===== config.mk =====
export PLATFORM = sky130hd
export DESIGN_NAME = tun_queue
export DESIGN_NICKNAME = d
export VERILOG_FILES = /design/src/hw/rtl/tun_pkg.sv /design/src/hw/rtl/tun_queue.sv
export SDC_FILE = /design/constraint.sdc
export NUM_CORES = 1
export LEC_CHECK = 0
export BUFFER_PORTS_ARGS = -buffer_cell sky130_fd_sc_hd__buf_2
export CAP_MARGIN = 20
export CELL_PAD_IN_SITES_DETAIL_PLACEMENT = 1
export CELL_PAD_IN_SITES_GLOBAL_PLACEMENT = 2
export CORE_MARGIN = 3
export CORE_UTILIZATION = 39
export CTS_CLUSTER_DIAMETER = 120
export DETAILED_ROUTE_END_ITERATION = 16
export HOLD_SLACK_MARGIN = 0.08
export PLACE_DENSITY = 0.83
export SKIP_LAST_GASP = 1
export SLEW_MARGIN = 30
export SYNTH_ARGS = -nofsm -noshare
export SYNTH_HDL_FRONTEND = slang
export SYNTH_SLANG_ARGS = --single-unit
export TNS_END_PERCENT = 1

===== constraint.sdc =====
create_clock -name clock -period 9.05 [get_ports clock]
set_clock_uncertainty 0.1 [all_clocks]
set_input_delay 0.4525 -clock clock [delete_from_list [all_inputs] [get_ports clock]]
set_output_delay 0.4525 -clock clock [all_outputs]
set_load 0.02 [all_outputs]

===== src/hw/rtl/tun_pkg.sv =====
// Shared types and constants for the triangle unit normal block.
`timescale 1ns / 1ps
`default_nettype none
package tun_pkg;

   localparam int COORD_WIDTH = 24;
   localparam int NORMAL_WIDTH = 16;
   localparam int FRAC_BITS = NORMAL_WIDTH - 1;
   localparam int DIFF_W = COORD_WIDTH + 1;
   localparam int PRE_W = $clog2(DIFF_W + 1);
   localparam int SCL_W = (DIFF_W > 31) ? 31 : DIFF_W;
   localparam int PROD_W = 2 * SCL_W;
   localparam int CROSS_W = PROD_W + 1;
   localparam int MSB_W = $clog2(CROSS_W);
   localparam int NORM_W = 31;
   localparam int NORM_TOP = NORM_W - 1;
   localparam int SUM_W = 64;
   localparam int ROOT_W = 32;
   localparam int QUO_W = NORMAL_WIDTH;
   localparam int DIV_W = NORM_W + QUO_W + 2;
   localparam int QUEUE_DEPTH = 2;
   localparam int QUEUE_AW = $clog2(QUEUE_DEPTH);

   typedef struct packed {
      logic signed [COORD_WIDTH-1:0] first_x;
      logic signed [COORD_WIDTH-1:0] first_y;
      logic signed [COORD_WIDTH-1:0] first_z;
      logic signed [COORD_WIDTH-1:0] second_x;
      logic signed [COORD_WIDTH-1:0] second_y;
      logic signed [COORD_WIDTH-1:0] second_z;
      logic signed [COORD_WIDTH-1:0] third_x;
      logic signed [COORD_WIDTH-1:0] third_y;
      logic signed [COORD_WIDTH-1:0] third_z;
   } req_type;

   typedef struct packed {
      logic signed [NORMAL_WIDTH-1:0] normal_x;
      logic signed [NORMAL_WIDTH-1:0] normal_y;
      logic signed [NORMAL_WIDTH-1:0] normal_z;
      logic                           degenerate;
   } rsp_type;

   typedef struct packed {
      logic signed [CROSS_W-1:0] c0;
      logic signed [CROSS_W-1:0] c1;
      logic signed [CROSS_W-1:0] c2;
   } cross_type;

   typedef struct packed {
      logic [2:0][NORM_W-1:0] a;
      logic [2:0]             neg;
      logic                   degen;
   } norm_type;

endpackage
`default_nettype wire


===== src/hw/rtl/tun_queue.sv =====
// Short queue of cross products between the front and back pipelines.
`timescale 1ns / 1ps
`default_nettype none
module tun_queue (
   input  wire logic                clock,
   input  wire logic                reset,
   input  wire logic                push,
   input  wire tun_pkg::cross_type  push_data,
   input  wire logic                pop,
   output tun_pkg::cross_type       head,
   output logic                     empty,
   output logic                     full
);
   import tun_pkg::*;

   cross_type mem [QUEUE_DEPTH];
   logic [QUEUE_AW-1:0] wr_ff, wr_in, rd_ff, rd_in;
   logic [QUEUE_AW:0]   cnt_ff, cnt_in;
   logic                do_pop;

   assign empty = (cnt_ff == '0);
   assign full = (cnt_ff == (QUEUE_AW+1)'(QUEUE_DEPTH));
   assign do_pop = pop && !empty;
   assign head = mem[rd_ff];

   always_comb begin
      wr_in = wr_ff;
      rd_in = rd_ff;
      if (push) wr_in = (wr_ff == QUEUE_AW'(QUEUE_DEPTH - 1)) ? '0 : wr_ff + 1'b1;
      if (do_pop) rd_in = (rd_ff == QUEUE_AW'(QUEUE_DEPTH - 1)) ? '0 : rd_ff + 1'b1;
      cnt_in = cnt_ff + (QUEUE_AW+1)'(push) - (QUEUE_AW+1)'(do_pop);
   end

   always_ff @(posedge clock) begin
      if (reset) begin
         wr_ff <= '0;
         rd_ff <= '0;
         cnt_ff <= '0;
      end else begin
         wr_ff <= wr_in;
         rd_ff <= rd_in;
         cnt_ff <= cnt_in;
      end
   end

   always_ff @(posedge clock) begin
      if (push) mem[wr_ff] <= push_data;
   end

endmodule
`default_nettype wire


==> summary.txt, run 1 <==
Leak Pwr -> 6.219 nW
critical path endpoint category -> primary output
die height -> 178.1 microns
wire per inst -> 19.68 microns
Pre-antenna DRT Iters -> 4
RSZ-0062 raised after global routing -> false
post-layout power -> 0.003960 W
Final Cycle Share -> 34.91%
Die ar. -> 31,730 sq um
GRT overflow -> 0
synth unique cells -> 14
worst-skew pair later-pin latency -> 0.49 ns
crit start category -> flip-flop
initial antenna violation count -> 3
CP required -> 8.50 ns
layout cells sized above 1 -> 51.28%
final worst path period need -> 3.160 ns
first-pass GRT wire length -> 40,860 microns
Via density -> 4.642
Top delay family on crit path -> buffers and inverters
setup TNS -> 0 ns
status -> completed
area of the core -> 28,940 sq um
synthesized cell area -> 11,560 sq um
Seq/Total Area, Yosys -> 80.38%
clock sink count -> 311
DPL Wire Length -> 16,340 microns
commonest non-fill, non-tap cell in the layout -> buf_2
crit path cell chain -> buf_4 > mux2_2 > buf_2
CTS buffer count -> 34
drt drc -> 0
Starting Density -> 39.94%
Hold Path Depth -> 2
worst slew pin tran -> 0.8569 ns
Syn Nets -> 658
Ys Warns -> 0
critical path type -> flip-flop to primary output
r2r worst-path depth -> 3
commonest non-fill, non-tap cells in the layout -> 311 x buf_2, 306 x edfxtp_1, 153 x dlygate4sd3_1
PortBufs -> 311
min-delay src -> reset
worst hold path type -> primary input to flip-flop
I/O pin cnt -> 312
largest net degree at the start of global routing -> 79
r2r setup slk -> 6.27 ns
row cnt -> 62
maximum clock insertion buffer count -> 3
GRT Overall Usage -> 16.85%
DRT iter0 DRCs -> 369
H-tree depth -> 2
ANT nets after route -> 0
DRT Wirelength -> 27,510 microns
Worst IR Drop VDD -> 0.0001653 V
Final Hold Fails -> 0
fmax -> 0.3165 GHz
Fill cells -> 2,628
# Post-CTS Setup Buffers -> 0
clock root cell -> clkbuf_16
FF-to-FF End -> mem[1][101]$_DFFE_PP_
post-synthesis register bit count -> 311
critical path peak fanout -> 55
final setup fails -> 0
max incr delay on CP -> 0.76 ns
Slew Limit Fails -> 0
Finished Core Util -> 55.79%
Slowest cell on crit path -> dfxtp_4
vias in the first global route -> 7,296
Cells after Synth -> 499
max capacitance violation total -> 0
pwr/cell area -> 245.3 nW/um^2
chip width -> 178.1 microns
FF-to-FF Start -> wr_ff$_SDFFE_PP0P_
worst path bufs/invs -> 2
TritonCTS clock tree -> built
CP Data Arrival Time -> 2.61 ns
Area growth syn-to-layout -> 39.70%
syn avg cell area -> 23.16 sq um
Worst-path clk slew -> 0.06 ns
DR vias -> 6,489
Final Wtd Congestion -> 0.7061
Relative slew margins -> 42.87%
hold path endpoint -> cnt_ff[1]$_SDFF_PP0_
fin nets -> 1,147
==> cell type report <==
type	count	area (sq um)	share of cell area (%)
well taps	384	480.5	2.976
clock inverters	12	105.1	0.6510
flip-flops and latches	311	9293	57.56
multi-input cells	169	2128	13.18
clock buffers	48	977.2	6.053
diodes	2	5.005	0.03100
repair buffers	470	3148	19.50
inverters	2	7.507	0.04650
==> cell usage after synthesis <==
cell type	count	share of area, %
edfxtp_1	306	80
mux2_2	85	8.3
mux2_4	70	9.1
buf_6	9	0.88
buf_2	8	0.35
dfxtp_1	5	0.87
nor2_1	4	0.13
nor2b_1	4	0.22
ha_1	2	0.22
inv_1	2	0.065
and2_1	1	0.054
o21a_1	1	0.065
xnor2_1	1	0.076
xnor3_1	1	0.19
==> per-stage QoR <==
| step | cell area, sq um | worst slack, ns | instances | hold WS (ns) |
|---|---|---|---|---|
| after floorplan | 11560 | 1.181 | 499 | 0.3965 |
| after global placement | 13510 | 5.879 | 1183 | 0.4661 |
| after detailed placement | 13520 | 5.823 | 1183 | 0.4894 |
| after CTS | 16140 | 5.766 | 1396 | 0.08514 |
| after global routing | 16140 | 5.713 | 1398 | 0.1113 |
| final | 16140 | 5.890 | 1398 | 0.1215 |
==> state kept, by name, indices dropped and copies added, names as in the netlist, named ones only <==
signal / flops
mem: 306
cnt_ff: 2
rd_ff: 1
wr_ff: 1
==> logic make-up (layout without fill, tap and decap cells) <==
family          Yosys count  after routing  synth area share [%]
compound gates            1              1               0.06499
xor+xnor                  2              2                0.2707
fa+ha+maj                 2              2                0.2165
buf+inv                  19            532                 1.288
flops                   311            311                 80.38
mux                     155            155                 17.38
other cells               0              2                     0
simple gates              9              9                0.4006
==> power by group <==
part	switching, W	internal [W]	total [W]
logic	0.000481	0.000409	0.000890
registers	0.0000519	0.00169	0.00174
clock network	0.000521	0.000808	0.00133
==> what timing repair did <==
item	CTS	global route
resized for setup	0	0
hold endpoints to repair	306	0
hold buffers	153	0
==> worst max-delay path by stage <==
stage                             from                   end  depth (start not counted)
floorplan           wr_ff$_SDFFE_PP0P_   mem[0][0]$_DFFE_PP_                          1
global placement                  push  mem[1][36]$_DFFE_PP_                          4
detailed placement                push  mem[1][88]$_DFFE_PP_                          4
CTS                          flip-flop               head[9]                          3
global route                 flip-flop              head[18]                          3
finish                       flip-flop              head[18]                          3
==> routing by layer <==
layer  GRT usage [%]  routed length, microns  vias up
li1                -                       -     2967
met1           19.53                   10560     3227
met2           30.43                   14230      248
met3           4.811                    2144       45
met4           4.679                     568        2
met5               0                       7        -
No activity file was read; power rests on OpenSTA's default activity.
==> run 2, diff against run 1 <==
--- a/config.mk
+++ b/config.mk
@@ -5,16 +5,17 @@
 export SDC_FILE = /design/constraint.sdc
 export NUM_CORES = 1
 export LEC_CHECK = 0
+export ABC_AREA = 1
 export BUFFER_PORTS_ARGS = -buffer_cell sky130_fd_sc_hd__buf_2
 export CAP_MARGIN = 20
 export CELL_PAD_IN_SITES_DETAIL_PLACEMENT = 1
 export CELL_PAD_IN_SITES_GLOBAL_PLACEMENT = 2
 export CORE_MARGIN = 3
-export CORE_UTILIZATION = 39
+export CORE_UTILIZATION = 38
 export CTS_CLUSTER_DIAMETER = 120
 export DETAILED_ROUTE_END_ITERATION = 16
 export HOLD_SLACK_MARGIN = 0.08
-export PLACE_DENSITY = 0.83
+export PLACE_DENSITY = 0.82
 export SKIP_LAST_GASP = 1
 export SLEW_MARGIN = 30
 export SYNTH_ARGS = -nofsm -noshare
==> constraint.sdc (replaced) <==
create_clock -name clock -period 3.05 [get_ports clock]
set_clock_uncertainty 0.1 [all_clocks]
set_input_delay 0.1525 -clock clock [delete_from_list [all_inputs] [get_ports clock]]
set_output_delay 0.1525 -clock clock [all_outputs]
set_load 0.02 [all_outputs]
==> run 2 against run 1 <==
Compared with the run above:
- synthesized cell count rose by 2.8%
- wire length rose by 2.9%
- global-route usage grew 0.090 points
- critical path type unchanged
- largest cell class unchanged
==> summary.txt, run 2 <==
status -> completed
drt drc -> 0 (unchanged)
CP required -> 2.80 ns (-5.70 ns)
Worst IR Drop VDD -> 0.0004690 V (+180%)
ANT nets after route -> 0 (unchanged)
Die ar. -> 32,550 sq um (+2.6%)
fin nets -> 1,167 (+1.7%)
worst-skew pair later-pin latency -> 0.50 ns (about the same)
Final Wtd Congestion -> 0.7244 (+2.6%)
crit start category -> flip-flop
register area -> 9294 sq um (about the same)
Largest Register -> mem
die height -> 180.4 microns (+1.3%)
PortBufs -> 311 (unchanged)
Area growth syn-to-layout -> 41.07%
clock root cell -> clkbuf_16
layout cells sized above 1 -> 50.48% (-0.80 points)
Starting Density -> 38.79% (-1.1 points)
maximum clock insertion buffer count -> 3 (unchanged)
critical path endpoint category -> primary output
critical path peak fanout -> 66 (+20%)
post-synthesis register bit count -> 311 (unchanged)
Ys Warns -> 0 (unchanged)
Pre-antenna DRT Iters -> 7 (+3)
Largest regs -> mem x306, cnt_ff x2
max reg flops -> 306 (unchanged)
first-pass GRT wire length -> 43,330 microns (+6.0%)
clock sink count -> 311 (unchanged)
syn avg cell area -> 22.53 sq um (-2.7%)
CTS buffer count -> 35 (+2.9%)
DR vias -> 6,572 (+1.3%)
top cell type by total area after synthesis -> edfxtp_1
DRT Wirelength -> 28,300 microns (+2.9%)
critical path type -> flip-flop to primary output
Cells after Synth -> 513 (+2.8%)
commonest non-fill, non-tap cells in the layout -> 311 x buf_2, 306 x edfxtp_1, 157 x dlygate4sd3_1
DRT iter0 DRCs -> 294 (-20%)
I/O pin cnt -> 312 (unchanged)
hold path endpoint -> mem[0][30]$_DFFE_PP_
FF-to-FF End -> cnt_ff[0]$_SDFF_PP0_
top cells by count, synth -> 306 x edfxtp_1, 83 x mux2_2, 70 x mux2_4, 10 x inv_1, 10 x nor2_1
largest net degree at the start of global routing -> 87 (+10%)
worst slew pin tran -> 0.5463 ns (-0.3106 ns)
commonest non-fill, non-tap cell in the layout -> buf_2
Primary FF master, synth -> edfxtp_1
GRT Overall Usage -> 16.94% (+0.090 points)
min-delay src -> push_data[30]
most numerous cell in the Yosys netlist -> edfxtp_1
Placed Cells -> 1,204 (+1.8%)
synth unique cells -> 13 (-1)
r2r setup slk -> 1.12 ns (-5.15 ns)
Leak Pwr -> 6.298 nW (+1.3%)
area of the core -> 29,800 sq um (+3.0%)
Syn Nets -> 672 (+2.1%)
Fill cells -> 2,775 (+5.6%)
Slowest cell on crit path -> mux2_2
chip width -> 180.4 microns (+1.3%)
Post-Layout Cell Count -> 1,425 (+1.9%)
FFs w/ async S/R, synth -> 0% (unchanged)
Via density -> 4.612 (-0.64%)
Relative slew margins -> 63.58% (+21 points)
max capacitance violation total -> 0 (unchanged)
r2r worst-path depth -> 8 (+5)
RSZ-0062 raised after global routing -> false
worst hold path type -> primary input to flip-flop
vias in the first global route -> 7,522 (+3.1%)
Worst-path clk slew -> 0.06 ns (about the same)
crit path cell chain -> buf_12 > mux2_2 > buf_2
row cnt -> 63 (+1.6%)
# Post-CTS Setup Buffers -> 0 (unchanged)
max incr delay on CP -> 0.40 ns (-0.36 ns)
Hold Path Depth -> 2 (unchanged)
TritonCTS clock tree -> built
EDFF count, synth -> 306 (unchanged)
initial antenna violation count -> 2 (-1)
Final Cycle Share -> 70.19%
FF-to-FF Start -> cnt_ff[0]$_SDFF_PP0_
final setup fails -> 0 (unchanged)
hold_ws -> 0.2746 ns (+0.1531 ns)
wire per inst -> 19.86 microns (+0.92%)
Final Hold Fails -> 0 (unchanged)
fmax -> 0.4671 GHz
pwr/cell area -> 726.3 nW/um^2 (+200%)
Seq/Total Area, Yosys -> 80.36% (about the same)
Slew Limit Fails -> 0 (unchanged)
CP Data Arrival Time -> 1.89 ns (-0.72 ns)
DPL Wire Length -> 16,060 microns (-1.7%)
final worst path period need -> 2.141 ns
Synth area leaders -> edfxtp_1 79%, mux2_4 9.1%, mux2_2 8.1%
synthesized cell area -> 11,560 sq um (about the same)
Multi-input gate area -> 2101 sq um (-1.3%)
GRT overflow -> 0 (unchanged)
Yosys top cell area share -> 79.50% (about the same)
H-tree depth -> 2 (unchanged)
## run 2: changes by cell type after synthesis, moves of 2 or more
cell / previous run / this run
nor2_1: 4 / 10
nor2b_1: 4 / 0
nand3_1: 0 / 2
mux2_2: 85 / 83
inv_1: 2 / 10
nand2_1: 0 / 6
## run 2: cell type report
| cell class | count | share of cell area (%) |
|---|---|---|
| Antenna cell | 1 | 0.01535 |
| Clock inverter | 15 | 0.8978 |
| Multi-Input combinational cell | 175 | 12.88 |
| Tap cell | 390 | 2.993 |
| Inverter | 10 | 0.2532 |
| Sequential cell | 311 | 57.00 |
| Clock buffer | 48 | 5.993 |
| Timing Repair Buffer | 475 | 19.97 |
## run 2: worst max path at each step
stage	startpoint	to	slack, ns	cells after the start
after floorplan	wr_ff$_SDFFE_PP0P_	mem[1][0]$_DFFE_PP_	-0.11	2
after global placement	flip-flop	head[140]	1.45	3
after detailed placement	flip-flop	head[60]	1.44	3
after CTS	flip-flop	head[15]	0.89	3
after global routing	flip-flop	head[15]	0.83	3
final	flip-flop	head[140]	0.91	3
## run 2: report_power, final
group	switching, W	internal, W
clock network	0.00160	0.00249
registers	0.0000716	0.00497
logic	0.00150	0.00120
total	0.00318	0.00867
## run 2: layer usage
metal,vias to the layer above,routed length (microns),global-route usage [%]
met1,3264,10570,18.65
met5,-,11,0
met2,240,15250,31.66
li1,3015,-,-
met3,51,1850,4.986
met4,2,622,4.790
## run 2: cell families after synthesis
family | count (synthesis) | synth area share (%)
and+or+nand+nor | 19 | 0.6495
muxes | 153 | 17.18
AOI/OAI and AO/OA | 1 | 0.04326
DFF | 311 | 80.36
buffers and inverters | 27 | 1.548
adders and majority gates | 2 | 0.2165
## run 2: what timing repair did
action                                 4_1_cts  5_1_grt
hold buffers                               157        0
gates resized for setup                      0        0
setup endpoints to repair                    0        0
endpoints found under the hold margin      311        0
## run 2: stage by stage
stage / power (W) / setup slack [ns] / setup TNS (ns) / utilization, % / cell area [sq um]
2_1_floorplan: 0.006893 / -0.1146 / -24.08 / - / 11570
3_3_place_gp: 0.007598 / 1.446 / 0 / 45.67 / 13610
3_5_place_dp: 0.007652 / 1.442 / 0 / 45.67 / 13610
4_1_cts: 0.01192 / 0.8924 / 0 / 54.72 / 16300
5_1_grt: 0.01232 / 0.8285 / 0 / 54.72 / 16300
6_report: 0.01184 / 0.9093 / 0 / 54.72 / 16310
## run 2: critical path: cells and delay by family, from the launching register on
family,cells,cell delay [ns]
buf+inv,2,0.51
flops,1,0.38
mux,1,0.40
